--- src/hdl/mcs_pkg.sv ---
// ----------------------------------------------------------------------------
// mcs_pkg
// Shared constants, word types and sequencer-to-memory port bundles for the
// maximum clique search block.
// ----------------------------------------------------------------------------
package mcs_pkg;

    // Graph size limit and derived widths
    localparam int MAX_VERTICES = 64;
    localparam int IDX_W        = (MAX_VERTICES > 1) ? $clog2(MAX_VERTICES) : 1;
    localparam int CNT_W        = $clog2(MAX_VERTICES + 1);

    // Fixed field widths of the external words
    localparam int ROW_INDEX_W = 6;
    localparam int ROW_BITS_W  = 64;
    localparam int SIZE_W      = 7;
    localparam int VCOUNT_W    = 7;

    // Reset value of the vertex count register
    localparam logic [VCOUNT_W-1:0] VCOUNT_RESET = VCOUNT_W'(64);

    // Command codes
    typedef enum logic {
        CMD_LOAD  = 1'b0,
        CMD_START = 1'b1
    } t_cmd;

    // Input word
    typedef struct packed {
        t_cmd                   command;
        logic [ROW_INDEX_W-1:0] row_index;
        logic [ROW_BITS_W-1:0]  row_bits;
    } t_in_word;

    // Result word
    typedef struct packed {
        logic [SIZE_W-1:0]     max_clique_size;
        logic [ROW_BITS_W-1:0] clique_members;
    } t_out_word;

    // Path stack access from the sequencer
    typedef struct packed {
        logic             we;
        logic [IDX_W-1:0] waddr;
        logic [IDX_W-1:0] wdata;
        logic [IDX_W-1:0] raddr;
    } t_stk_port;

endpackage

--- src/hdl/mcs_adj_mem.sv ---
// ----------------------------------------------------------------------------
// mcs_adj_mem
// Adjacency row memory: one write port for row loads, one registered read
// port for the search sequencer.
// ----------------------------------------------------------------------------
module mcs_adj_mem (
    input  logic                                i_clk,
    input  logic                                i_we,
    input  logic [mcs_pkg::IDX_W-1:0]           i_waddr,
    input  logic [mcs_pkg::MAX_VERTICES-1:0]    i_wdata,
    input  logic [mcs_pkg::IDX_W-1:0]           i_raddr,
    output logic [mcs_pkg::MAX_VERTICES-1:0]    o_rdata
);
    import mcs_pkg::*;

    logic [MAX_VERTICES-1:0] mem [MAX_VERTICES];
    logic [MAX_VERTICES-1:0] r_rdata;

    // Write port
    always_ff @(posedge i_clk) begin
        if (i_we) begin
            mem[i_waddr] <= i_wdata;
        end
    end

    // Registered read port
    always_ff @(posedge i_clk) begin
        r_rdata <= mem[i_raddr];
    end

    assign o_rdata = r_rdata;

endmodule

--- config.mk ---
export PLATFORM = sky130hd
export DESIGN_NAME = mcs_adj_mem
export DESIGN_NICKNAME = d
export VERILOG_FILES = /design/src/hdl/mcs_pkg.sv /design/src/hdl/mcs_adj_mem.sv
export SDC_FILE = /design/constraint.sdc
export NUM_CORES = 2
export LEC_CHECK = 0
export BUFFER_PORTS_ARGS = -buffer_cell sky130_fd_sc_hd__buf_4
export CORE_MARGIN = 3
export CORE_UTILIZATION = 63
export DETAILED_ROUTE_END_ITERATION = 8
export GPL_TIMING_DRIVEN = 0
export HOLD_SLACK_MARGIN = 0.08
export PLACE_DENSITY = 0.76
export SLEW_MARGIN = 20
export SYNTH_ARGS = -nofsm -noshare
export SYNTH_HDL_FRONTEND = slang
export SYNTH_SLANG_ARGS = --single-unit
--- constraint.sdc ---
create_clock -name i_clk -period 10.8 [get_ports i_clk]
set_input_delay 1.62 -clock i_clk [delete_from_list [all_inputs] [get_ports i_clk]]
set_output_delay 1.62 -clock i_clk [all_outputs]
set_load 0.01 [all_outputs]
* Word level (Yosys, flattened, before mapping) *
Memories as Yosys holds them, arrays and structs flattened. A register that Yosys moved wholly into a read port is not among the register bits.
Index checks and enable logic that the tools add are counted.

cells by class
  multiplexer cells = 2

operator list
  cell               count
  1-bit two-way mux  2

word-level totals
  logic and storage cells = 3
  register bits = 0
  output and inout bits = 64
  bits in writable memories = 4,096
  input port bits = 78
  memories kept = 1

memories
  name  words  bits a word  rd ports  clocked after Yosys merged registers in  wr ports  line               RTL
  mem   64     64           1         1                                        1         mcs_adj_mem.sv:16  logic [MAX_VERTICES-1:0] mem [MAX_VERTICES];

* Longest topological paths before layout *
  word-level depth = 2
  depth in mapped cells = 9
  mapped depth without buffers = 5

* Worst setup path before layout *
No wires, ideal clock.

  path kind = input port to flip-flop
  from = in i_waddr[3] (netlist bit)
  to = mem mem[48][0] (enable)
  cell stages on the path = 4
  setup slack = 3.744 ns
  arrival time = 6.492 ns
  library setup time = 0.564 ns
  path through = clkbuf_1 > nor2b_1 > nand4b_1 > nor3_1

RTL lines
  what         line               RTL
  from (decl)  mcs_adj_mem.sv:9   input logic [mcs_pkg::IDX_W-1:0] i_waddr,
  to (decl)    mcs_adj_mem.sv:16

Straight into the memory's write port.

==> run_results.csv <==
group,metric,value,unit
detailed_routing,routed_wl,448000,um
synth,synth_top_cell_by_area,"edfxtp_1",
synth,synth_top_family_by_area,"multiplexers",
synth,postSynthCellCount,6598,
synth,ys_dominant_reg_cell,"edfxtp_1",
synth,synth_edf_count,4096,
critical_path,critical_path.max_fanout,10,
power_and_ir_drop,p_leak,0.0567,uW
placed_design,dp.cells,10279,
global_routing,grt_start_max_net_pins,65,
clocking,clk_path_buf_depth,4,
critical_path,reg2reg_slack,7.86,ns
synth,yosysSeqAreaShare,0.795,
synth,synthArstFlopShare,0,
final_layout,final-seq-area,0.124,sq mm
synth,ys_ff_latch,4160,
clocking,clkTransAtPathRegs,0.07,ns
global_routing,first_global_vias,81549,
critical_path,path_class,"in -> reg",
critical_path,cp-end-kind,"flop",
global_routing,grt_first_pass_wirelength,628000,um
detailed_routing,drc,0,
synth,syn-num-nets,6676,
final_layout,multiInputGateArea,0.0308,sq mm
sta,tightest_slew,1.32,ns
critical_path,arrival,5.86,ns
sta,setup_viol,0,
placed_design,place.gp.congestion,0.845,
sta,slew_viol_final,0,
final_layout,drive_gt1_frac,0.297,
sta,period_share,0.467,
sta,finalClockSkew,0.0453,ns
synth,synthXorXnorAreaFrac,0,
synth,synthAdderAreaFrac,0,
worst_hold_path,hold_path_class,"reg -> reg",
synth,syn_area,0.156,sq mm
power_and_ir_drop,peakVddDrop,174,uV
final_layout,layoutNonFillerInstCount,11020,
clocking,clkLatencyLatePin,1.00,ns
synth,synth_area_leaders,"edfxtp_1 79%, mux4_2 15%, mux2i_1 0.86%",
final_layout,area_growth,15.1,%
run_status,outcome,"complete, no violations",
floorplanning,initial_core_util,0.635,
sta,rsz0062_at_grt,"false",
synth,avgSynthCellArea,23.7,sq um
final_layout,nets,7450,
floorplanning,die-area,0.254,sq mm
synth,ys_types,33,
critical_path,cp-start-kind,"input pin",
placed_design,place_area,0.167,sq mm
floorplanning,fp-row-count,182,
clocking,clock_sinks,4160,
final_layout,stdcell_area,0.180,sq mm
final_layout,nFillCells,12672,
critical_path,required,11.62,ns
detailed_routing,via_per_inst,7.36,
sta,layout_setup_ws,5.75,ns
sta,min_period,5.05,ns
synth,synth_most_common_cell,"edfxtp_1",
detailed_routing,dr.pass1.iters,7,
synth,synth_top_area_frac,0.787,
clocking,post_cts_buffers,0,
synth,yosysWarnings,0,
detailed_routing,drt_iter0_drc,14864,
clocking,post_cts_resized,0,
flow_run,cap_violations,0,
placed_design,io_buffers,133,
worst_hold_path,hp-start,"mem[44][16]",
sta,holdWs,0.910,ns
placed_design,post-place-ws,5.01,ns
floorplanning,coreArea,0.246,sq mm
global_routing,grt_usage,0.356,
global_routing,antenna_found_initial,40,
detailed_routing,wire_per_inst,40.7,um
global_routing,overflow,0,
synth,yosys-top-cells-count,"4096 x edfxtp_1, 1024 x mux4_2, 170 x buf_2",
sta,timing.final.hold_violations,0,
clocking,htreeDepth,5,
sta,slew_headroom,0.119,
synth,synthSimpleGateAreaFrac,0.0124,
clocking,cts_tree,"done",
synth,synth_compound_area_frac,0.0248,
clocking,cts_made_buffers,402,
placed_design,place_hpwl,275000,um
sta,timing.fmax,0.198,GHz
critical_path,startpoint,"i_raddr[2]",
detailed_routing,vias,81097,
floorplanning,pin_count,142,
detailed_routing,ant_nets,0,
floorplanning,die_y,504,um
power_and_ir_drop,totalPowerFinal,33700,uW
power_and_ir_drop,power.density,188,mW/mm^2
synth,synth.area.mux_share,0.156,
clocking,hold_buffers,0,
clocking,cts_root_buf,"clkbuf_16",
critical_path,r2r-start,"mem[59][33]",
floorplanning,die_w,504,um
critical path, cell delays in order:
cell      delay (ns)
buf_2           0.32
buf_4           0.32
buf_2           0.56
buf_2           0.70
buf_4           0.37
mux2i_1         0.13
o22ai_1         0.73
a31oi_1         0.36
a211oi_1        0.70
worst paths after layout:
| check | end | cells past startpoint |
|---|---|---|
| max reg2reg | o_rdata[33] | 5 |
| min reg2reg | o_rdata[16] | 4 |
| min | o_rdata[16] | 4 |
| max | o_rdata[7] | 9 |
registers in the layout, summed over array words and instances, names as in the netlist:
signal   flops
o_rdata     64
mem       4096
layout by cell type, fill, tap and decap left out, types with 13 or more instances in the layout:
cell	n
inv_1	19
a41oi_1	13
buf_12	158
and3_1	64
clkbuf_16	416
nand3_1	45
nor2_4	62
a41oi_2	13
or3_1	29
nand2_1	58
a22oi_1	168
a211oi_1	63
nor2_1	49
buf_1	18
nor2b_1	28
buf_2	171
a22o_1	88
a31oi_1	17
mux2i_1	135
buf_4	181
buf_6	14
o22ai_1	82
clkinv_1	76
or2_2	28
edfxtp_1	4096
bufinv_16	41
mux4_2	1024
diode_2	22
clkbuf_1	215
clkbuf_2	13
clkinv_2	64
dfxtp_1	64
a2bb2oi_1	19
o221ai_1	38
buf_16	56
routing by layer:
metal  track usage  vias up  routed length (um)
met2         0.540     7603              210000
li1              -    30055                   -
met4         0.185       22               27500
met5       0.00507        -                 324
met1         0.465    41997              144000
met3         0.120     1420               66600
cell type report:
class | instances | area share
Timing Repair Buffer | 370 | 0.0328
Clock inverter | 204 | 0.0113
Multi-Input combinational cell | 2049 | 0.171
Inverter | 19 | 0.000396
Sequential cell | 4160 | 0.691
Tap cell | 3312 | 0.0230
Antenna cell | 22 | 0.000306
Clock buffer | 514 | 0.0605
Buffer | 370 | 0.00994
power by group:
| part | total, uW | switching (uW) | internal, uW |
|---|---|---|---|
| sequential | 17900 | 45.9 | 17900 |
| clock | 14000 | 5930 | 8080 |
| combinational | 1820 | 1220 | 607 |
cells by family (layout without fill, tap and decap cells):
group | after synthesis | count (layout)
buffers and inverters | 389 | 1477
AOI/OAI and AO/OA | 504 | 504
and+or+nand+nor | 386 | 386
DFF | 4160 | 4160
muxes | 1159 | 1159
other | 0 | 22
through the flow:
| step | setup TNS, ns | util |
|---|---|---|
| floorplan | 0 | - |
| global route | 0 | 0.730 |
| detailed placement | 0 | 0.677 |
| finish | 0 | 0.730 |
| global placement | -349.14 | 0.655 |
| CTS | 0 | 0.730 |
No activity file was read; power rests on OpenSTA's default activity.
