===== src/hdl/mcs_pkg.sv =====
// ----------------------------------------------------------------------------
// mcs_pkg
// Shared constants, word types and sequencer-to-memory port bundles for the
// maximum clique search block.
// ----------------------------------------------------------------------------
package mcs_pkg;

    // Graph size limit and derived widths
    localparam int MAX_VERTICES = 64;
    localparam int IDX_W        = (MAX_VERTICES > 1) ? $clog2(MAX_VERTICES) : 1;
    localparam int CNT_W        = $clog2(MAX_VERTICES + 1);

    // Fixed field widths of the external words
    localparam int ROW_INDEX_W = 6;
    localparam int ROW_BITS_W  = 64;
    localparam int SIZE_W      = 7;
    localparam int VCOUNT_W    = 7;

    // Reset value of the vertex count register
    localparam logic [VCOUNT_W-1:0] VCOUNT_RESET = VCOUNT_W'(64);

    // Command codes
    typedef enum logic {
        CMD_LOAD  = 1'b0,
        CMD_START = 1'b1
    } t_cmd;

    // Input word
    typedef struct packed {
        t_cmd                   command;
        logic [ROW_INDEX_W-1:0] row_index;
        logic [ROW_BITS_W-1:0]  row_bits;
    } t_in_word;

    // Result word
    typedef struct packed {
        logic [SIZE_W-1:0]     max_clique_size;
        logic [ROW_BITS_W-1:0] clique_members;
    } t_out_word;

    // Path stack access from the sequencer
    typedef struct packed {
        logic             we;
        logic [IDX_W-1:0] waddr;
        logic [IDX_W-1:0] wdata;
        logic [IDX_W-1:0] raddr;
    } t_stk_port;

endpackage


===== src/hdl/mcs_stack_mem.sv =====
// ----------------------------------------------------------------------------
// mcs_stack_mem
// Path stack: vertex on each level of the current clique, one write and one
// registered read per cycle.
// ----------------------------------------------------------------------------
module mcs_stack_mem (
    input  logic                        i_clk,
    input  mcs_pkg::t_stk_port          i_port,
    output logic [mcs_pkg::IDX_W-1:0]   o_rdata
);
    import mcs_pkg::*;

    logic [IDX_W-1:0] mem [MAX_VERTICES];
    logic [IDX_W-1:0] r_rdata;

    // Push writes
    always_ff @(posedge i_clk) begin
        if (i_port.we) begin
            mem[i_port.waddr] <= i_port.wdata;
        end
    end

    // Registered read for the level below the top after a pop
    always_ff @(posedge i_clk) begin
        r_rdata <= mem[i_port.raddr];
    end

    assign o_rdata = r_rdata;

endmodule


===== config.mk =====
export PLATFORM = sky130hd
export DESIGN_NAME = mcs_stack_mem
export DESIGN_NICKNAME = d
export VERILOG_FILES = /design/src/hdl/mcs_pkg.sv /design/src/hdl/mcs_stack_mem.sv
export SDC_FILE = /design/constraint.sdc
export NUM_CORES = 1
export LEC_CHECK = 0
export BUFFER_PORTS_ARGS = -buffer_cell sky130_fd_sc_hd__clkbuf_2
export CAP_MARGIN = 30
export CORE_UTILIZATION = 56
export DETAILED_ROUTE_END_ITERATION = 10
export PLACE_DENSITY = 0.75
export REMOVE_ABC_BUFFERS = 1
export SYNTH_ARGS = -nofsm -noshare
export SYNTH_HDL_FRONTEND = slang
export SYNTH_SLANG_ARGS = --single-unit

===== constraint.sdc =====
create_clock -name i_clk -period 1.6 [get_ports i_clk]
set_input_delay 0.16 -clock i_clk [delete_from_list [all_inputs] [get_ports i_clk]]
set_output_delay 0.16 -clock i_clk [all_outputs]
set_load 0.05 [all_outputs]

Word level (Yosys, flattened, before mapping)

Memories as Yosys holds them, arrays and structs flattened. A register that Yosys moved wholly into a read port is not among the register bits.
Index checks and enable logic that the tools add are counted.

Flip-flop bits (word level): 0
Latch bits: 0
Bits in writable memories: 384
Memory bits (read-only): 0
Input bits: 20
Output and inout bits: 6
Logic and storage cells: 3
Memories: 1

Add/sub/neg operators: 0
$mul: 0
Div/mod/pow operators: 0
$lt $le $gt $ge: 0
Equal/unequal tests: 0
Shift operators: 0
Mux-type cells: 2
Bitwise operators: 0
Reduce and logical (&&, ||, !) cells: 0

Memory list:

| memory | words | width | rd ports | clocked after Yosys merged registers in | wr ports | RTL line            | RTL |
|---|---|---|---|---|---|---|---|
| mem    | 64    | 6     | 1        | 1                                       | 1        | mcs_stack_mem.sv:13 | `logic [IDX_W-1:0] mem [MAX_VERTICES];` |

Operator list:

| cell    | count |
|---|---|
| $mux W1 | 2 |

Logic depth before layout (Yosys ltp)

Word-level depth: 2
Gate-level depth with buffers: 7
Depth with buffers taken out: 5

Least setup slack after synthesis

No wires, ideal clock.

Kind: input to register
Start point: in i_port[0] (netlist bit)
End point: reg r_rdata[0], in the netlist o_rdata[0], read port of mem
Library setup time: 0.117 ns
Arrival time: 1.588 ns
Data required time: 1.483 ns
Slack: -0.106 ns
Stages: 7
Buffers on the path: 3
Cells stage by stage: buf_6 -> buf_6 -> buf_4 -> mux4_2 -> o22ai_1 -> o21ai_1 -> a32o_1

RTL lines:

| what        | RTL line            | RTL |
|---|---|---|
| from (decl) | mcs_stack_mem.sv:8  | `input mcs_pkg::t_stk_port i_port,` |
| to (decl)   | mcs_stack_mem.sv:14 | `logic [IDX_W-1:0] r_rdata;` |

==> impl_results.md <==
* Area Overhead vs Synth at 18.30%
* R2r setup slk at -0.08 ns
* Top cells by count, synth: edfxtp_1 (384), mux4_2 (87), nor2_1 (67)
* Busiest grt layer: met2
* Vias in the first global route at 8290
* Via count at 7906
* Die Y-Extent at 166.9 um
* Global-route wire length before repair at 51.24 mm
* Initial antenna violation count at 1
* Row Count at 59
* Cells after DPL at 1186
* Final cycle utilization of the critical path at 104.8%
* Tmin final at 1.677 ns
* DRC at 0
* Post-route ant nets at 0
* P_leak at 5.965 nW
* Share of the synthesized area in the top cell type at 75.73%
* Clock Sinks at 390
* Top cells by area, synth: edfxtp_1 (76%), mux4_2 (13%), nor2_1 (1.7%)
* Multi-input combinational cell area at 0.003428 mm^2
* Clk buf depth at 3
* Slew Limit Fails at 0
* Worst-Margin Slew at 0.7075 ns
* Placed cell area at 0.01673 mm^2
* CTS Root Cell: clkbuf_16
* Synth Warn # at 0
* Setup crit start: mem[55][1]
* R2R cell count at 5
* Hold slack at 0.1525 ns
* Setup Skew at 0.01956 ns
* # diodes at 0
* Fmax achieved at 0.5962 GHz
* Routability cong. at 0.8407
* Run status: finished with violations
* WL/cell at 27.27 um
* Area leader, netlist: edfxtp_1
* Setup crit start kind: register
* Initial DRC count at 953
* Pwr dens at 1180 mW/mm^2
* Synthesized area at 0.01523 mm^2
* Seq cells post-synth at 390
* Worst path arrival time at 2.09 ns
* Io pins at 26
* Class of the worst hold path: primary input to register
* CP Capture Point: o_rdata[1]
* Postcts setup bufs at 0
* Synth Instances at 720
* Core Area at 0.02635 mm^2
* Initial Utilization at 57.77%
* Pre-antenna DRT Iters at 5
* Max-capacitance violation count at 0
* Place WS at -0.4051 ns
* Crit Path Class: register to register
* DIE WIDTH at 166.9 um
* WP data required at 2.01 ns
* Post-DP HPWL at 21.37 mm
* RR Startpoint: mem[55][1]
* Synth unique cells at 37
* Hold buffer count at cts at 0
* Slew HR at 52.83%
* Syn Area/Cell at 21.15 um^2
* Ys flop type: edfxtp_1
* Design area at 0.01801 mm^2
* Final setup violation count at 5
* GRT met1 Usage at 34.49%
* TritonCTS clock tree: built
* GRT Total Usage at 25.39%
* Setup WS post-layout at -0.07730 ns
* M2 GR Usage at 42.37%
* Via density per instance at 6.330
* Final Hold Fails at 0
* Finished Layout Cells at 1249
* Share of post-route cells with drive strength above 1 at 37.86%
* Total grt overflow at 0
* M3 GR Usage at 4.087%
* FF/Latch Area at 0.01165 mm^2
* Most common cell in the netlist: edfxtp_1
* Endpoint class of the critical path: register
* Port Buffers at 25
* Sequential fraction of the synthesis area at 76.52%
* FILL cells at 1546
* Clock transition at path regs at 0.06 ns
* EDFF count, synth at 384
* Clock latency on the worst-skew pair at 0.53 ns
* CTS buffer count at 38
* Largest net degree at the start of global routing at 65
* Crit-path max FO at 1
* DIE AREA at 0.02785 mm^2
* H-Tree Depth at 2
* RSZ-0062 raised after global routing: true
* WL final at 34.06 mm
* Failing checks: negative setup slack
* Async set or reset register ratio after synthesis at 0%
* Layout Nets at 910
* FF-to-FF End: o_rdata[1]
* Worst vdd ir at 1.088 mV
-- placed cells by master, fill, tap and decap left out, types with 3 or more instances in the layout --
cell type | netlist | final
edfxtp_1 | 384 | 384
o221ai_1 | 9 | 5
nand3_1 | 11 | 9
mux2_4 | 0 | 3
mux4_1 | 6 | 3
nor2b_1 | 8 | 7
clkinv_2 | 0 | 9
nand2b_1 | 5 | 5
clkbuf_1 | 16 | 5
clkbuf_16 | 0 | 38
buf_4 | 2 | 136
a21oi_1 | 6 | 4
o22a_1 | 6 | 6
nand3b_1 | 4 | 4
a211oi_2 | 0 | 3
mux4_2 | 87 | 90
mux2i_1 | 15 | 15
a211oi_1 | 6 | 3
o21ai_1 | 6 | 3
clkinv_1 | 0 | 5
bufinv_16 | 0 | 4
o22ai_1 | 12 | 11
nand2_1 | 8 | 8
a221oi_1 | 3 | 3
nor2_1 | 67 | 67
o221ai_2 | 0 | 4
mux2_2 | 9 | 6
nor3_1 | 5 | 4
a32o_1 | 3 | 3
a22oi_2 | 1 | 3
clkbuf_2 | 0 | 23
buf_12 | 2 | 9
dfxtp_1 | 6 | 6
-- routing by layer --
layer	routed length (um)	up-vias
li1	-	3341
met1	13070	4074
met2	17260	414
met3	2742	75
met4	969	2
met5	11	-
-- sequential cells by signal, summed over array words and instances, names as in the netlist --
name	count
mem	384
o_rdata	6
-- worst min-delay path by stage --
stage                   start    endpoint  slack (ns)  cells past startpoint
finish              i_port[5]  o_rdata[3]        0.15                      2
global route        i_port[5]  o_rdata[3]        0.16                      2
CTS                 i_port[5]  o_rdata[3]        0.10                      2
detailed placement  i_port[5]  o_rdata[4]        0.64                      2
global placement    i_port[5]  o_rdata[1]        0.64                      2
floorplan           i_port[6]   mem[0][0]        0.26                      0
-- power breakdown --
group	total, W	switching [W]	internal, W
Sequential	0.0113	0.0000342	0.0113
Clock	0.00861	0.00361	0.00500
Combinational	0.00130	0.000767	0.000532
Total	0.0213	0.00441	0.0168
-- cell type report --
class	instances	area share, %
clock inverters	21	1.202
flip-flops and latches	390	64.68
well taps	335	2.327
clock buffers	43	5.383
multi-input cells	291	19.03
repair buffers	169	7.370
-- per-stage QoR --
step                utilization (%)  power, W  TNS, ns
floorplan                         -   0.01206        0
global placement              63.48   0.01277   -2.178
detailed placement            63.48   0.01281   -2.383
CTS                           68.28   0.02136  -0.1690
global route                  68.35   0.02180  -0.4214
finish                        68.35   0.02125  -0.1997
-- critical path: stages (launching register included) --
cell and delay [ns]:
edfxtp_1 0.37, mux4_2 0.52, mux2_4 0.29, o21ai_4 0.14, a21oi_2 0.06, o22a_1 0.19
-- kinds of logic after synthesis --
logic type / share of synthesized area [%]
flip-flops: 76.52
AND/OR/NAND/NOR: 3.673
multiplexers: 15.56
AO/OA/AOI/OAI: 2.597
buffers and inverters: 1.652
-- timing repair --
item / in CTS / in global routing
resized for setup: 22 / 5
gates cloned: 0 / 0
endpoints found under the setup margin: 6 / 6
endpoints found under the hold margin: 0 / 0
pin swaps: 7 / 1
(Power assumes the default switching activity.)
