**config.mk**
```make
export PLATFORM = sky130hd
export DESIGN_NAME = mcs_ext_unit
export DESIGN_NICKNAME = d
export VERILOG_FILES = /design/src/hdl/mcs_pkg.sv /design/src/hdl/mcs_ext_unit.sv
export SDC_FILE = /design/constraint.sdc
export NUM_CORES = 1
export LEC_CHECK = 0
export BUFFER_PORTS_ARGS = -buffer_cell sky130_fd_sc_hd__buf_2
export CAP_MARGIN = 20
export CORE_UTILIZATION = 25
export DETAILED_ROUTE_END_ITERATION = 8
export PLACE_DENSITY = 0.86
export SETUP_SLACK_MARGIN = 0.5
export SYNTH_ARGS = -nofsm -noshare
export SYNTH_HDL_FRONTEND = slang
export SYNTH_SLANG_ARGS = --single-unit
```
**constraint.sdc**
```tcl
create_clock -name vclk -period 1.7
set_input_delay 0.34 -clock vclk [all_inputs]
set_output_delay 0.34 -clock vclk [all_outputs]
set_load 0.005 [all_outputs]
```
**src/hdl/mcs_pkg.sv**
```systemverilog
// ----------------------------------------------------------------------------
// mcs_pkg
// Shared constants, word types and sequencer-to-memory port bundles for the
// maximum clique search block.
// ----------------------------------------------------------------------------
package mcs_pkg;

    // Graph size limit and derived widths
    localparam int MAX_VERTICES = 64;
    localparam int IDX_W        = (MAX_VERTICES > 1) ? $clog2(MAX_VERTICES) : 1;
    localparam int CNT_W        = $clog2(MAX_VERTICES + 1);

    // Fixed field widths of the external words
    localparam int ROW_INDEX_W = 6;
    localparam int ROW_BITS_W  = 64;
    localparam int SIZE_W      = 7;
    localparam int VCOUNT_W    = 7;

    // Reset value of the vertex count register
    localparam logic [VCOUNT_W-1:0] VCOUNT_RESET = VCOUNT_W'(64);

    // Command codes
    typedef enum logic {
        CMD_LOAD  = 1'b0,
        CMD_START = 1'b1
    } t_cmd;

    // Input word
    typedef struct packed {
        t_cmd                   command;
        logic [ROW_INDEX_W-1:0] row_index;
        logic [ROW_BITS_W-1:0]  row_bits;
    } t_in_word;

    // Result word
    typedef struct packed {
        logic [SIZE_W-1:0]     max_clique_size;
        logic [ROW_BITS_W-1:0] clique_members;
    } t_out_word;

    // Path stack access from the sequencer
    typedef struct packed {
        logic             we;
        logic [IDX_W-1:0] waddr;
        logic [IDX_W-1:0] wdata;
        logic [IDX_W-1:0] raddr;
    } t_stk_port;

endpackage

```
**src/hdl/mcs_ext_unit.sv**
```systemverilog
// ----------------------------------------------------------------------------
// mcs_ext_unit
// Shared extension test: a candidate fits when its adjacency row covers
// every current member of the clique.
// ----------------------------------------------------------------------------
module mcs_ext_unit (
    input  logic [mcs_pkg::MAX_VERTICES-1:0] i_row,
    input  logic [mcs_pkg::MAX_VERTICES-1:0] i_members,
    output logic                             o_fits
);
    import mcs_pkg::*;

    // Subset check: row must hold every member bit
    assign o_fits = ((i_row & i_members) == i_members);

endmodule

```
# Yosys cells after proc, flatten, opt, wreduce, memory -nomap -nowiden
# Cells that the tools add are included.
[word_totals]
regBits = 0
in_bits = 128
out_inout_bits = 1
[classes]
eq_ne = 1
bitwise = 1
[op_table]
columns = ["cell", "count"]
rows = [
  ["bitwise AND 64 bit", 1],
  ["equality test 64 bit", 1],
]

# Longest topological paths before layout
# Gate-level depths: netlist of run 1.
[depth]
word_depth = 2
mapped_depth = 4
mapped_depth_nobuf = 4

# Worst setup path after synthesis of run 1
# OpenSTA, ideal clock, no wires.
[synth_path]
path_type = "input port to output port"
from = "in i_members[16] in the netlist's numbering"
to = "out o_fits"
arrival_ns = 1.201
t_required_ns = 1.360
slack_ns = 0.159
stages = 4
n_path_buf = 0
path_cell_list = "nor2b_1 > a2111oi_2 > nand4_1 > nor4_2"
[synth_between]
elab_chain_cells = 2
[synth_lines]
columns = ["item", "line", "text"]
rows = [
  ["start, declared", "mcs_ext_unit.sv:8", "input logic [mcs_pkg::MAX_VERTICES-1:0] i_members,"],
  ["bitwise AND 64 bit", "mcs_ext_unit.sv:14", "assign o_fits = ((i_row & i_members) == i_members);"],
  ["equality test 64 bit *", "mcs_ext_unit.sv:14", ""],
  ["end, declared", "mcs_ext_unit.sv:9", "output logic o_fits"],
]
# Mark *: on every way between the ends. The rest lies on a longest branch, timed or not.

# Final worst setup path of run 1
[layout_path]
from = "in i_members[48] in the netlist's numbering"
to = "out o_fits"
# The elaborated chain is that of the path after synthesis.

==> results of run 1 <==
-- layer usage --
metal | vias up | routed length (um) | track usage
li1 | 555 | - | -
met1 | 481 | 856 | 0.160
met2 | 73 | 1590 | 0.433
met3 | 2 | 324 | 0.0506
met4 | 0 | 10 | 0.0270
met5 | - | 0 | 0
-- logic make-up (layout without fill, tap and decap cells) --
logic type,Yosys count,after routing
buf+inv,16,145
compound gates,16,16
simple gates,53,53
-- cell usage in the layout (no fill, tap or decap) --
master / count
a2111oi_2: 9
nor2b_2: 1
nor4_2: 1
nor2b_4: 10
a2111oi_4: 7
inv_1: 16
buf_2: 125
nand4_1: 4
buf_6: 4
nor2b_1: 37
-- worst max-delay path: cells and delay by family --
family / cells / cell delay [ps]
compound gates: 1 / 310
buf+inv: 2 / 260
simple gates: 3 / 570
-- power groups by stage --
stage               clock (mW)  combinational, mW  sequential (mW)
floorplan                    0             0.0863                0
global placement             0              0.230                0
detailed placement           0              0.237                0
CTS                          0              0.289                0
global route                 0              0.338                0
finish                       0              0.310                0
-- stage by stage --
step,setup slack (ps),setup TNS [ps],hold WS [ps],util
after CTS,-129,-129,1090,0.639
after global placement,-198,-198,1080,0.573
after floorplan,159,0,840,-
final,-124,-124,1070,0.669
after detailed placement,-215,-215,1090,0.573
after global routing,-250,-250,1110,0.669
-- path summary, 6_finish.rpt --
kind                     startpoint  slack (ps)  cells after the start  endpoint
worst max-delay path  i_members[48]        -120                      6    o_fits
worst min-delay path  i_members[52]        1070                      5    o_fits
-- what timing repair did --
item / 4_1_cts / 5_1_grt
pin swaps: 7 / 7
setup endpoints to repair: 1 / 1
resized for setup: 30 / 12
-- final cells by class --
cell class                      instances  share of cell area
Multi-Input combinational cell         69               0.493
Timing Repair Buffer                  129               0.444
Inverter                               16              0.0398
Tap cell                               28              0.0232
==> impl_metrics.yaml, run 1 <==
outcome:
  status: "finished with violations"
  violations: "setup timing"
floorplanning:
  start_util: 0.271
  die_area_mm2: 0.00264
  core_area_mm2: 0.00225
  io_pins: 129
  fp.dieW_um: 51.4
  dieHeight_um: 51.4
  num_rows: 17
synthesis:
  netlist_area_um2: 611
  synth_top_family_by_area: "simple AND/OR/NAND/NOR gates"
  syn_inst: 85
  synth_top_area_frac: 0.461
  yosysMostFrequentCell: "nor2b_1"
  yosys.area.top_type: "nor2b_1"
  synth-compound-area-share: 0.311
  synth_common_cells: "45 x nor2b_1, 16 x inv_1, 8 x a2111oi_0, 8 x a2111oi_2, 4 x nand4_1"
  synth.area.top_cells: "nor2b_1 46%, a2111oi_2 20%, a2111oi_0 11%"
  synthMuxAreaShare: 0
  synth-seq-area-share: 0
  yosysUniqueCellTypes: 7
  synth.avg_cell_area_um2: 7.18
  yosys_warnings: 0
  yosys.area_share.adder: 0
  synth-xor-area-share: 0
  synth_nets: 213
  yosys.area_share.simple: 0.590
setup_path:
  crit_arrival_ps: 1480
  critPathMaxStageDelay_ps: 310
  crit_path_max_fanout: 1
  crit_path_end_kind: "primary output"
  cp-start-kind: "input port"
  cpMostUsedCell: "buf_2"
  crit_type: "input port to primary output"
  required_ps: 1360
  path_cells: "buf_2 > nor2b_4 > a2111oi_4 > nand4_1 > nor4_2 > buf_2"
  cpMaxStageDelayCell: "a2111oi_4"
sta:
  maxSlewHeadroom: 0.799
  hold_viol: 0
  tightest_slew_ps: 300
  post-route-min-period_ps: 1820
  rsz0062_at_grt: "yes"
  setup_viol: 1
  timing.fmax_mhz: 548
  fin_crit_sh: 1.07
  finalWorstSetupSlack_ps: -124
  final-max-slew-violation-count: 0
power_and_ir_drop:
  ir_drop_uv: 125
  switching_power_mw: 0.112
  power_mw: 0.310
  clkPwrFrac: 0
  cellLeakagePower_nw: 0.806
  pwr-share-seq: 0
  p_sw_frac: 0.361
  pwr-share-comb: 1.000
  powerDensity_mw_per_mm2: 205
  p_int_mw: 0.198
placed_design:
  gp_congestion: 0.690
  dp_cells: 242
  postPlaceCellArea_mm2: 0.00129
  port_buffers: 129
  dp_hpwl_um: 2240
global_route:
  grt_usage: 0.192
  grt_pass1_wl_um: 3930
  grt_pass1_vias: 1001
  grt_overflow: 0
  grt_max_degree: 2
  antenna_found_initial: 0
cells_and_area:
  seq_area_um2: 0
  clock_buffers: 0
  stdcell_count: 242
  fin_nets: 344
  n_sequential_cell: 0
  nFillCells: 201
  diodes: 0
  drive_above_1_share: 0.734
  multi_input_area_um2: 743
  syn_to_final_growth_pct: 147
  final_cell_area_mm2: 0.00151
clock_network:
  cts_setup_buffers: 0
  cts-hold-fix-buffers: 0
routing:
  drtIter0Drc: 2
  totalWireLength_um: 2780
  drt-pass1-iter-count: 2
  drc: 0
  drt-vias-per-instance: 4.59
  wl_per_cell_um: 11.5
  detail-route-antenna-nets: 0
  vias: 1111
min_path:
  worstHoldPathType: "input port to primary output"
flow_run:
  drv_cap: 0
(Power assumes the default switching activity.)
==> run 2: changes to the inputs <==
--- a/config.mk
+++ b/config.mk
@@ -9,7 +9,7 @@
 export CAP_MARGIN = 20
 export CORE_UTILIZATION = 25
 export DETAILED_ROUTE_END_ITERATION = 8
-export PLACE_DENSITY = 0.86
+export PLACE_DENSITY = 0.9
 export SETUP_SLACK_MARGIN = 0.5
 export SYNTH_ARGS = -nofsm -noshare
 export SYNTH_HDL_FRONTEND = slang
==> run 2 against run 1 <==
  * The flow still finishes with violations (setup timing)
  * Cell count unchanged
  * First-iteration DRC count rose to 5.5 times the previous value
  * Wire length up 7.8%
  * Core utilization up 1.7 points
==> impl_metrics.yaml, run 2 (synthesized netlist as in run 1, its figures left out) <==
sta:
  post-route-min-period_ps: 1810
  hold_viol: 0
  rsz0062_at_grt: "yes"
  fin_crit_sh: 1.07
  hold_ws_ps: 1070
  finalWorstSetupSlack_ps: -112
  setup_viol: 1
  final-max-slew-violation-count: 0
  tightest_slew_ps: 277
  maxSlewHeadroom: 0.815
  timing.fmax_mhz: 552
routing:
  wl_per_cell_um: 12.4
  vias: 1093
  detail-route-antenna-nets: 0
  drc: 0
  drt-pass1-iter-count: 2
  drt-vias-per-instance: 4.52
  drtIter0Drc: 11
  totalWireLength_um: 3000
cells_and_area:
  drive_above_1_share: 0.748
  n_sequential_cell: 0
  diodes: 0
  nFillCells: 200
  syn_to_final_growth_pct: 153
  clock_buffers: 0
  final_common_cell: "buf_2"
  fin_nets: 344
  final_cell_mix: "125 x buf_2, 34 x nor2b_1, 16 x inv_1"
  seq_area_um2: 0
floorplanning:
  io_pins: 129
  die_area_mm2: 0.00264
  fp.dieW_um: 51.4
  core_area_mm2: 0.00225
  dieHeight_um: 51.4
  num_rows: 17
  start_util: 0.271
setup_path:
  crit_path_max_fanout: 1
  crit_arrival_ps: 1470
  crit_path_end_kind: "primary output"
  cpMostUsedCell: "buf_2"
  cp_top_family: "simple AND/OR/NAND/NOR gates"
  path_cells: "buf_2 > nor2b_4 > a2111oi_2 > nand4_1 > nor4_2 > buf_2"
  crit_type: "input port to primary output"
  path_buf_inv: 2
  critPathMaxStageDelay_ps: 320
  cpMaxStageDelayCell: "a2111oi_2"
  cp-start-kind: "input port"
  required_ps: 1360
outcome:
  status: "finished with violations"
  violations: "setup timing"
global_route:
  antenna_found_initial: 0
  grt_usage: 0.199
  grt_overflow: 0
  grt_pass1_wl_um: 4080
  grt_pass1_vias: 1029
  grt_max_degree: 2
placed_design:
  port_buffers: 129
  dp_hpwl_um: 2260
  gp_congestion: 0.741
power_and_ir_drop:
  power_mw: 0.325
  powerDensity_mw_per_mm2: 210
  ir_drop_uv: 127
  cellLeakagePower_nw: 0.817
clock_network:
  cts_setup_buffers: 0
min_path:
  worstHoldPathType: "input port to primary output"
flow_run:
  drv_cap: 0
run 2: cell counts in the layout (fill, tap and decap cells not counted):
Identical to the previous run, type by type.
run 2: cell type report:
| class | instances | area, um^2 | share of cell area |
|---|---|---|---|
| multi-input combinational | 69 | 781 | 0.505 |
| timing repair buffer | 129 | 671 | 0.434 |
| inverter | 16 | 60.1 | 0.0388 |
| tap | 28 | 35.0 | 0.0227 |
run 2: power by group:
group | internal, mW | switching (mW) | leakage (nW) | total, mW
Sequential | 0 | 0 | 0 | 0
Clock | 0 | 0 | 0 | 0
Combinational | 0.204 | 0.121 | 0.817 | 0.325
Total | 0.204 | 0.121 | 0.817 | 0.325
run 2: final timing paths:
path,from,to,slack [ps],cells after the start
worst min-delay path,i_members[52],o_fits,1070,5
worst max-delay path,i_members[18],o_fits,-110,6
run 2: routing by layer:
metal	routed length, um	vias to the layer above	part of all wire	global-route usage
met1	956	463	0.32	0.195
met2	1680	71	0.56	0.429
met4	31	0	0.010	0.0225
met3	328	4	0.11	0.0327
met5	0	-	0	0
li1	-	555	-	-
run 2: through the flow:
step,instances,worst slack (ps),utilization,cell area (um^2),TNS (ps)
6_report,242,-112,0.686,1550,-112
5_1_grt,242,-238,0.686,1550,-238
4_1_cts,242,-112,0.636,1430,-112
3_5_place_dp,242,-181,0.573,1290,-181
3_3_place_gp,242,-217,0.573,1290,-217
2_1_floorplan,85,159,-,611,0
run 2: what timing repair did:
action,4_1_cts,5_1_grt
setup endpoints to repair,1,1
hold buffers,0,0
resized for setup,29,19
pin swaps,10,12
