$ cat src/hdl/mcs_pkg.sv
// ----------------------------------------------------------------------------
// mcs_pkg
// Shared constants, word types and sequencer-to-memory port bundles for the
// maximum clique search block.
// ----------------------------------------------------------------------------
package mcs_pkg;

    // Graph size limit and derived widths
    localparam int MAX_VERTICES = 64;
    localparam int IDX_W        = (MAX_VERTICES > 1) ? $clog2(MAX_VERTICES) : 1;
    localparam int CNT_W        = $clog2(MAX_VERTICES + 1);

    // Fixed field widths of the external words
    localparam int ROW_INDEX_W = 6;
    localparam int ROW_BITS_W  = 64;
    localparam int SIZE_W      = 7;
    localparam int VCOUNT_W    = 7;

    // Reset value of the vertex count register
    localparam logic [VCOUNT_W-1:0] VCOUNT_RESET = VCOUNT_W'(64);

    // Command codes
    typedef enum logic {
        CMD_LOAD  = 1'b0,
        CMD_START = 1'b1
    } t_cmd;

    // Input word
    typedef struct packed {
        t_cmd                   command;
        logic [ROW_INDEX_W-1:0] row_index;
        logic [ROW_BITS_W-1:0]  row_bits;
    } t_in_word;

    // Result word
    typedef struct packed {
        logic [SIZE_W-1:0]     max_clique_size;
        logic [ROW_BITS_W-1:0] clique_members;
    } t_out_word;

    // Path stack access from the sequencer
    typedef struct packed {
        logic             we;
        logic [IDX_W-1:0] waddr;
        logic [IDX_W-1:0] wdata;
        logic [IDX_W-1:0] raddr;
    } t_stk_port;

endpackage

$ cat src/hdl/mcs_seq.sv
// ----------------------------------------------------------------------------
// mcs_seq
// Backtracking sequencer: walks candidates one at a time through the shared
// extension test, pushes and pops the path stack, tracks the best clique.
// ----------------------------------------------------------------------------
module mcs_seq (
    input  logic                                i_clk,
    input  logic                                i_rst_n,
    input  logic                                i_go,
    input  logic [mcs_pkg::VCOUNT_W-1:0]        i_vertex_count,
    output logic [mcs_pkg::IDX_W-1:0]           o_adj_raddr,
    input  logic [mcs_pkg::MAX_VERTICES-1:0]    i_adj_rdata,
    output mcs_pkg::t_stk_port                  o_stk,
    input  logic [mcs_pkg::IDX_W-1:0]           i_stk_rdata,
    output logic [mcs_pkg::MAX_VERTICES-1:0]    o_members,
    input  logic                                i_fits,
    output logic                                o_busy,
    output logic                                o_result_valid,
    output mcs_pkg::t_out_word                  o_result
);
    import mcs_pkg::*;

    typedef enum logic [7:0] {
        S_IDLE  = 8'b0000_0001,
        S_ROOT  = 8'b0000_0010,
        S_LROW  = 8'b0000_0100,
        S_SCAN  = 8'b0000_1000,
        S_TEST  = 8'b0001_0000,
        S_JUDGE = 8'b0010_0000,
        S_PSTK  = 8'b0100_0000,
        S_DONE  = 8'b1000_0000
    } t_state;

    t_state                  r_state,     n_state;
    logic [CNT_W-1:0]        r_n,         n_n;
    logic [CNT_W-1:0]        r_cand,      n_cand;
    logic [CNT_W-1:0]        r_depth,     n_depth;
    logic [IDX_W-1:0]        r_last,      n_last;
    logic [MAX_VERTICES-1:0] r_last_row,  n_last_row;
    logic [MAX_VERTICES-1:0] r_cur,       n_cur;
    logic [CNT_W-1:0]        r_best_size, n_best_size;
    logic [MAX_VERTICES-1:0] r_best,      n_best;

    logic [IDX_W-1:0]        cand_idx;
    logic [MAX_VERTICES-1:0] cand_bit;
    logic [MAX_VERTICES-1:0] last_bit;
    logic [CNT_W-1:0]        cand_inc;
    logic [CNT_W-1:0]        depth_m2;
    logic [CNT_W-1:0]        n_clamped;

    assign cand_idx  = r_cand[IDX_W-1:0];
    assign cand_bit  = MAX_VERTICES'(1) << cand_idx;
    assign last_bit  = MAX_VERTICES'(1) << r_last;
    assign cand_inc  = r_cand + CNT_W'(1);
    assign depth_m2  = r_depth - CNT_W'(2);
    assign n_clamped = (i_vertex_count > VCOUNT_W'(MAX_VERTICES)) ?
                       CNT_W'(MAX_VERTICES) : CNT_W'(i_vertex_count);

    // Next-state and datapath control
    always_comb begin
        n_state     = r_state;
        n_n         = r_n;
        n_cand      = r_cand;
        n_depth     = r_depth;
        n_last      = r_last;
        n_last_row  = r_last_row;
        n_cur       = r_cur;
        n_best_size = r_best_size;
        n_best      = r_best;
        o_adj_raddr = cand_idx;
        o_stk.we    = 1'b0;
        o_stk.waddr = r_depth[IDX_W-1:0];
        o_stk.wdata = cand_idx;
        o_stk.raddr = depth_m2[IDX_W-1:0];

        unique case (r_state)
            S_IDLE: begin
                if (i_go) begin
                    n_n         = n_clamped;
                    n_cand      = '0;
                    n_best_size = '0;
                    n_best      = '0;
                    n_state     = S_ROOT;
                end
            end
            // Open a new root, or finish when all roots are done
            S_ROOT: begin
                if (r_cand >= r_n) begin
                    n_state = S_DONE;
                end else begin
                    o_stk.we    = 1'b1;
                    o_stk.waddr = '0;
                    n_depth     = CNT_W'(1);
                    n_cur       = cand_bit;
                    n_last      = cand_idx;
                    n_cand      = cand_inc;
                    n_state     = S_LROW;
                end
            end
            // Top-of-path row arrives from memory
            S_LROW: begin
                n_last_row = i_adj_rdata;
                n_state    = S_SCAN;
            end
            // Skip non-neighbors of the top; fetch a neighbor's row
            S_SCAN: begin
                if (r_cand >= r_n) begin
                    n_state = S_JUDGE;
                end else if (r_last_row[cand_idx]) begin
                    n_state = S_TEST;
                end else begin
                    n_cand = cand_inc;
                end
            end
            // Candidate row in hand: push if it joins every member
            S_TEST: begin
                if (i_fits) begin
                    o_stk.we   = 1'b1;
                    n_depth    = r_depth + CNT_W'(1);
                    n_cur      = r_cur | cand_bit;
                    n_last     = cand_idx;
                    n_last_row = i_adj_rdata;
                end
                n_cand  = cand_inc;
                n_state = S_SCAN;
            end
            // Node exhausted: score it and pop
            S_JUDGE: begin
                if (r_depth > r_best_size) begin
                    n_best_size = r_depth;
                    n_best      = r_cur;
                end
                n_cur   = r_cur & ~last_bit;
                n_depth = r_depth - CNT_W'(1);
                n_cand  = CNT_W'(r_last) + CNT_W'(1);
                if (r_depth == CNT_W'(1)) begin
                    n_state = S_ROOT;
                end else begin
                    n_state = S_PSTK;
                end
            end
            // New top vertex read back from the stack
            S_PSTK: begin
                n_last      = i_stk_rdata;
                o_adj_raddr = i_stk_rdata;
                n_state     = S_LROW;
            end
            S_DONE: begin
                n_state = S_IDLE;
            end
            default: begin
                n_state = S_IDLE;
            end
        endcase
    end

    // State registers
    always_ff @(posedge i_clk) begin
        if (!i_rst_n) begin
            r_state     <= S_IDLE;
            r_depth     <= '0;
            r_cur       <= '0;
            r_best_size <= '0;
            r_best      <= '0;
        end else begin
            r_state     <= n_state;
            r_depth     <= n_depth;
            r_cur       <= n_cur;
            r_best_size <= n_best_size;
            r_best      <= n_best;
        end
    end

    // Working registers
    always_ff @(posedge i_clk) begin
        r_n        <= n_n;
        r_cand     <= n_cand;
        r_last     <= n_last;
        r_last_row <= n_last_row;
    end

    assign o_members                = r_cur;
    assign o_busy                   = (r_state != S_IDLE);
    assign o_result_valid           = (r_state == S_DONE);
    assign o_result.max_clique_size = SIZE_W'(r_best_size);
    assign o_result.clique_members  = ROW_BITS_W'(r_best);

endmodule

$ cat config.mk
export PLATFORM = sky130hd
export DESIGN_NAME = mcs_seq
export DESIGN_NICKNAME = d
export VERILOG_FILES = /design/src/hdl/mcs_pkg.sv /design/src/hdl/mcs_seq.sv
export SDC_FILE = /design/constraint.sdc
export NUM_CORES = 1
export LEC_CHECK = 0
export BUFFER_PORTS_ARGS = -buffer_cell sky130_fd_sc_hd__buf_2
export CORE_MARGIN = 1.5
export CORE_UTILIZATION = 35
export DETAILED_ROUTE_END_ITERATION = 12
export HOLD_SLACK_MARGIN = 0.05
export MAX_ROUTING_LAYER = met4
export PLACE_DENSITY = 0.58
export REMOVE_ABC_BUFFERS = 1
export SLEW_MARGIN = 5
export SYNTH_ARGS = -nofsm -noshare
export SYNTH_HDL_FRONTEND = slang
export SYNTH_SLANG_ARGS = --single-unit
$ cat constraint.sdc
create_clock -name i_clk -period 5.5 [get_ports i_clk]
set_input_delay 0.825 -clock i_clk [delete_from_list [all_inputs] [get_ports i_clk]]
set_output_delay 0.825 -clock i_clk [all_outputs]
set_load 0.01 [all_outputs]
### Word level (Yosys, flattened, before mapping)

Cells that the tools add are included.

| word-level totals | value |
|---|---|
| bits in registers | 234 |
| input bits | 81 |
| output and inout bits | 162 |

| cells by class | value |
|---|---|
| shift operators | 2 |
| reduce and logical (&&, ||, !) cells | 13 |
| $add $sub $neg | 5 |
| magnitude comparators | 4 |
| bitwise gates (word level) | 3 |
| muxes and demuxes | 34 |
| equal/unequal tests | 17 |

Operators by type and width:

| operator | number |
|---|---|
| two-way mux 64 bit | 5 |
| case mux 64 bit (2 select lines) | 2 |
| case mux 64 bit (3 select lines) | 1 |
| left shift 1 x 6 -> 64 bit (first input constant) | 2 |
| bitwise AND 64 bit | 1 |
| inverter 64 bit | 1 |
| OR 64 bit | 1 |
| two-way mux 7 bit | 9 |
| case mux 8 bit (6 select lines) | 1 |
| case mux 7 bit (5 select lines) | 1 |
| two-way mux 8 bit | 4 |
| two-way mux 6 bit | 4 |
| case mux 7 bit (3 select lines) | 1 |
| case mux 6 bit (3 select lines) | 1 |
| adder 7 x 1 -> 7 bit (second input constant) | 2 |
| case mux 7 bit (2 select lines) | 1 |
| != test 2 bit (second input constant) | 6 |
| AND reduction 3 bit | 3 |
| == test 8 x 1 -> 1 bit (second input constant) | 1 |
| == test 8 x 2 -> 1 bit (second input constant) | 1 |
| == test 8 x 3 -> 1 bit (second input constant) | 1 |
| == test 8 x 4 -> 1 bit (second input constant) | 1 |
| == test 8 x 5 -> 1 bit (second input constant) | 1 |
| == test 8 x 6 -> 1 bit (second input constant) | 1 |
| other kinds (21) | 26 |

### Longest topological paths before layout

| logic depth | value |
|---|---|
| word-level depth | 5 |
| gate-level depth with buffers | 12 |

### Worst setup path before layout

No wires, ideal clock.

| timing path | value |
|---|---|
| path type | reg-to-reg |
| start point | register r_state[7] |
| end point | register r_last_row[0], enable pin |
| library setup time | 0.486 ns |
| stages on the path, launching flop included | 4 |
| path slack | 0.827 ns |
| arrival time | 4.187 ns |
| required time | 5.014 ns |
| cell sequence | dfxtp_1 > or4_1 > or4_1 > nor2_1 |

| on the way | value |
|---|---|
| word-level cells in the longest chain between the ends | 3 |
| elaborated cells between the ends (all ways) | 5 |
| those cells by class | eq/ne: 3; reduce/logical: 2 |

Ends and longest elaborated chain:

| element | RTL line | RTL |
|---|---|---|
| from (decl) | mcs_seq.sv:34 | `t_state r_state, n_state;` |
| from (signal assigned) | mcs_seq.sv:166 | `r_state <= n_state;` |
| == test 8 x 5 -> 1 bit or == test 8 x 3 -> 1 bit (tied branches) | mcs_seq.sv:76 | `unique case (r_state)` |
| != test 2 bit (no source line) or nonzero test 2 bit (tied branches) | -- |  |
| AND reduction 2 bit (no source line) * | -- |  |
| to (signal assigned) | mcs_seq.sv:179 | `r_last_row <= n_last_row;` |
| to (decl) | mcs_seq.sv:39 | `logic [MAX_VERTICES-1:0] r_last_row, n_last_row;` |

Every way passes the cells marked *; elsewhere a longest branch is shown, timed or not.
A chain may end at the register's enable or synchronous reset.

==> results.sh <==
export IMPL_status="complete, no violations"
export IMPL_wire_per_inst_um=19.6
export IMPL_utilization=0.429
export IMPL_crit_buf_inv=2
export IMPL_ys_types=66
export IMPL_ios=243
export IMPL_cpPeakStageDelay_ps=850
export IMPL_rr_startpoint="r_cand[0]$_SDFFCE_PN0P_"
export IMPL_slew_violations=0
export IMPL_fp_coreArea_um2=31700
export IMPL_synth_seq_area_share=0.487
export IMPL_port_buffer_count=242
export IMPL_cp_end_kind="output port"
export IMPL_async_flop_share=0
export IMPL_tritoncts="yes"
export IMPL_layout_drive_gt1_share=0.247
export IMPL_crit_required_ps=4680
export IMPL_hp_class="in -> reg"
export IMPL_drtPass1Iterations=6
export IMPL_die_x_um=183
export IMPL_grt_max_degree=229
export IMPL_clock_sinks=234
export IMPL_finalCritPeriodShare=0.731
export IMPL_cts_resized=0
export IMPL_grt_pass1_wl_um=52500
export IMPL_top_layer="met4"
export IMPL_synth_largest_area_cell="dfxtp_1"
export IMPL_hold_start="i_adj_rdata[53]"
export IMPL_clk_pin_slew_ps=60
export IMPL_cts_root_buf="clkbuf_16"
export IMPL_r2r_end="r_cand[3]$_SDFFCE_PN0P_"
export IMPL_wl_met1_um=15400
export IMPL_critPathTopFamily="flip-flops"
export IMPL_clockBufferDepth=3
export IMPL_tightest_slew_ps=1090
export IMPL_grt_pass1_vias=9030
export IMPL_path_cells="inv_1, ha_1, nor2b_1, o21ai_0, a211o_1, and2_1, buf_2"
export IMPL_final_common_cell="buf_2"
export IMPL_grt_util_all_layers=0.203
export IMPL_synth_area_leaders="dfxtp_1 (26%), edfxtp_1 (22%), o211ai_1 (8.6%)"
export IMPL_met2WireLength_um=16000
export IMPL_r2r_worst_path_cells=8
export IMPL_clock_skew_ps=12.4
export IMPL_path_max_fanout=17
export IMPL_reg2reg_slack_ps=1950
export IMPL_cts_made_buffers=29
export IMPL_ys_flop_type="dfxtp_1"
export IMPL_worstSetupPathType="reg -> out"
export IMPL_fp_dieArea_um2=33500
export IMPL_routed_via_count=10100
export IMPL_grt_ovfl_total=0
export IMPL_vias_per_cell=5.75
export IMPL_setup_viol=0
export IMPL_synth_edff_count=84
export IMPL_syn_avg_cell_area_um2=9.67
export IMPL_row_count=65
export IMPL_synth_seq_cells=234
export IMPL_drc=0
export IMPL_stdcell_area_um2=13600
export IMPL_ctsHoldBuffers=0
export IMPL_hold_path_cell_count=1
export IMPL_hold_path_end="r_last_row[53]$_DFFE_PP_"
export IMPL_rsz0062_at_grt="no"
export IMPL_power_leakage_nw=5.12
export IMPL_crit_arrival_ps=3200
export IMPL_cap_violations=0
export IMPL_placed_area_um2=12700
export IMPL_clock_latency_ps=550
export IMPL_dp_hpwl_um=23300
export IMPL_ir_drop_uv=240
export IMPL_yosysWarnings=0
export IMPL_crit_path_start_kind="flip-flop"
export IMPL_gp_congestion=0.864
export IMPL_powerDensity_nw_per_um2=331
export IMPL_postRouteAntennaNets=0
export IMPL_crit_path_top_delay_cell="edfxtp_1"
export IMPL_post_cts_setup_buffers=0
export IMPL_synthToLayoutAreaGrowth_pct=19.9
export IMPL_htreeDepth=1
export IMPL_post_route_min_period_ps=4020
export IMPL_layout_nets=1439
export IMPL_die_y_um=183
export IMPL_synth_top_area_share=0.265
export IMPL_drtIter0Drc=905
export IMPL_antenna_found_initial=2
export IMPL_slew_headroom=0.275
export IMPL_clock_fmax_mhz=249
export IMPL_layout_common_cells="buf_2 (241), dfxtp_1 (150), nand3_1 (146)"
export IMPL_start_util=0.358
export IMPL_hold_viol_final=0
export IMPL_dr_wl_met3_um=2640
export IMPL_syn_inst=1174
export IMPL_netlist_area_um2=11400
export IMPL_postRouteWirelength_um=34600
[metrics by stage]
| stage | TNS [ps] | setup WS [ps] | power (mW) | hold WS [ps] | cells |
|---|---|---|---|---|---|
| 2_1_floorplan | -114050 | -1650 | 2.40 | 518 | 1054 |
| 3_3_place_gp | 0 | 2080 | 2.74 | 484 | 1708 |
| 3_5_place_dp | 0 | 1980 | 2.74 | 492 | 1708 |
| 4_1_cts | 0 | 1380 | 4.55 | 415 | 1760 |
| 5_1_grt | 0 | 1200 | 4.69 | 422 | 1762 |
| 6_report | 0 | 1480 | 4.51 | 444 | 1762 |
[kinds of logic after synthesis]
kind of cell	after synthesis	share of synthesized area
fa+ha+maj	21	0.0231
flops	234	0.487
compound gates	333	0.192
xor+xnor	8	0.00617
mux	35	0.0417
buf+inv	143	0.0528
simple gates	400	0.198
[registers in the layout, indices dropped and copies added (netlist names)]
register     flops
o_members       64
r_best          64
r_best_size      7
r_cand           7
r_depth          7
r_last           6
r_last_row      64
r_n              7
r_state          8
[per-layer routing]
metal / track usage / vias to the layer above
li1: - / 4845
met1: 0.278 / 4808
met2: 0.313 / 425
met3: 0.0371 / 49
met4: 0.0420 / 0
met5: - / -
[layout make-up]
class,count,area [um2]
Fill cell,3092,18100
Inverter,23,86.3
Tap cell,402,503
Timing Repair Buffer,252,1320
Multi-Input combinational cell,797,5270
Clock inverter,13,108
Sequential cell,234,5530
Antenna cell,2,5.00
Clock buffer,39,793
[worst max-delay path by stage]
| stage | depth (start not counted) | start | end |
|---|---|---|---|
| 2_1_floorplan | 7 | r_best_size[5]$_SDFFE_PN0P_ | r_best_size[0]$_SDFFE_PN0P_ |
| 3_3_place_gp | 7 | r_cand[0]$_SDFFCE_PN0P_ | o_stk[16] |
| 3_5_place_dp | 8 | r_cand[0]$_SDFFCE_PN0P_ | r_cand[6]$_SDFFCE_PN0P_ |
| 4_1_cts | 7 | r_cand[0]$_SDFFCE_PN0P_ | o_stk[15] |
| 5_1_grt | 7 | r_cand[0]$_SDFFCE_PN0P_ | o_stk[16] |
| 6_report | 7 | r_cand[0]$_SDFFCE_PN0P_ | o_stk[15] |
[synthesized netlist by cell type (all sizes together) (9+ instances only)]
| cell | instances |
|---|---|
| mux4 | 9 |
| dfxtp | 150 |
| mux2i | 18 |
| a21oi | 72 |
| o21ai | 80 |
| nand4 | 74 |
| nor4 | 10 |
| buf | 35 |
| inv | 23 |
| o211ai | 130 |
| nand3 | 149 |
| nor3 | 18 |
| nor2 | 56 |
| clkbuf | 85 |
| nand2 | 25 |
| nor2b | 18 |
| ha | 21 |
| edfxtp | 84 |
[power by group]
part	switching [mW]	total (mW)	internal, mW
sequential	0.110	1.96	1.85
clock	0.745	1.80	1.06
combinational	0.494	0.749	0.256
total	1.35	4.51	3.16
Note: power is estimated with default switching activity, not from simulation.
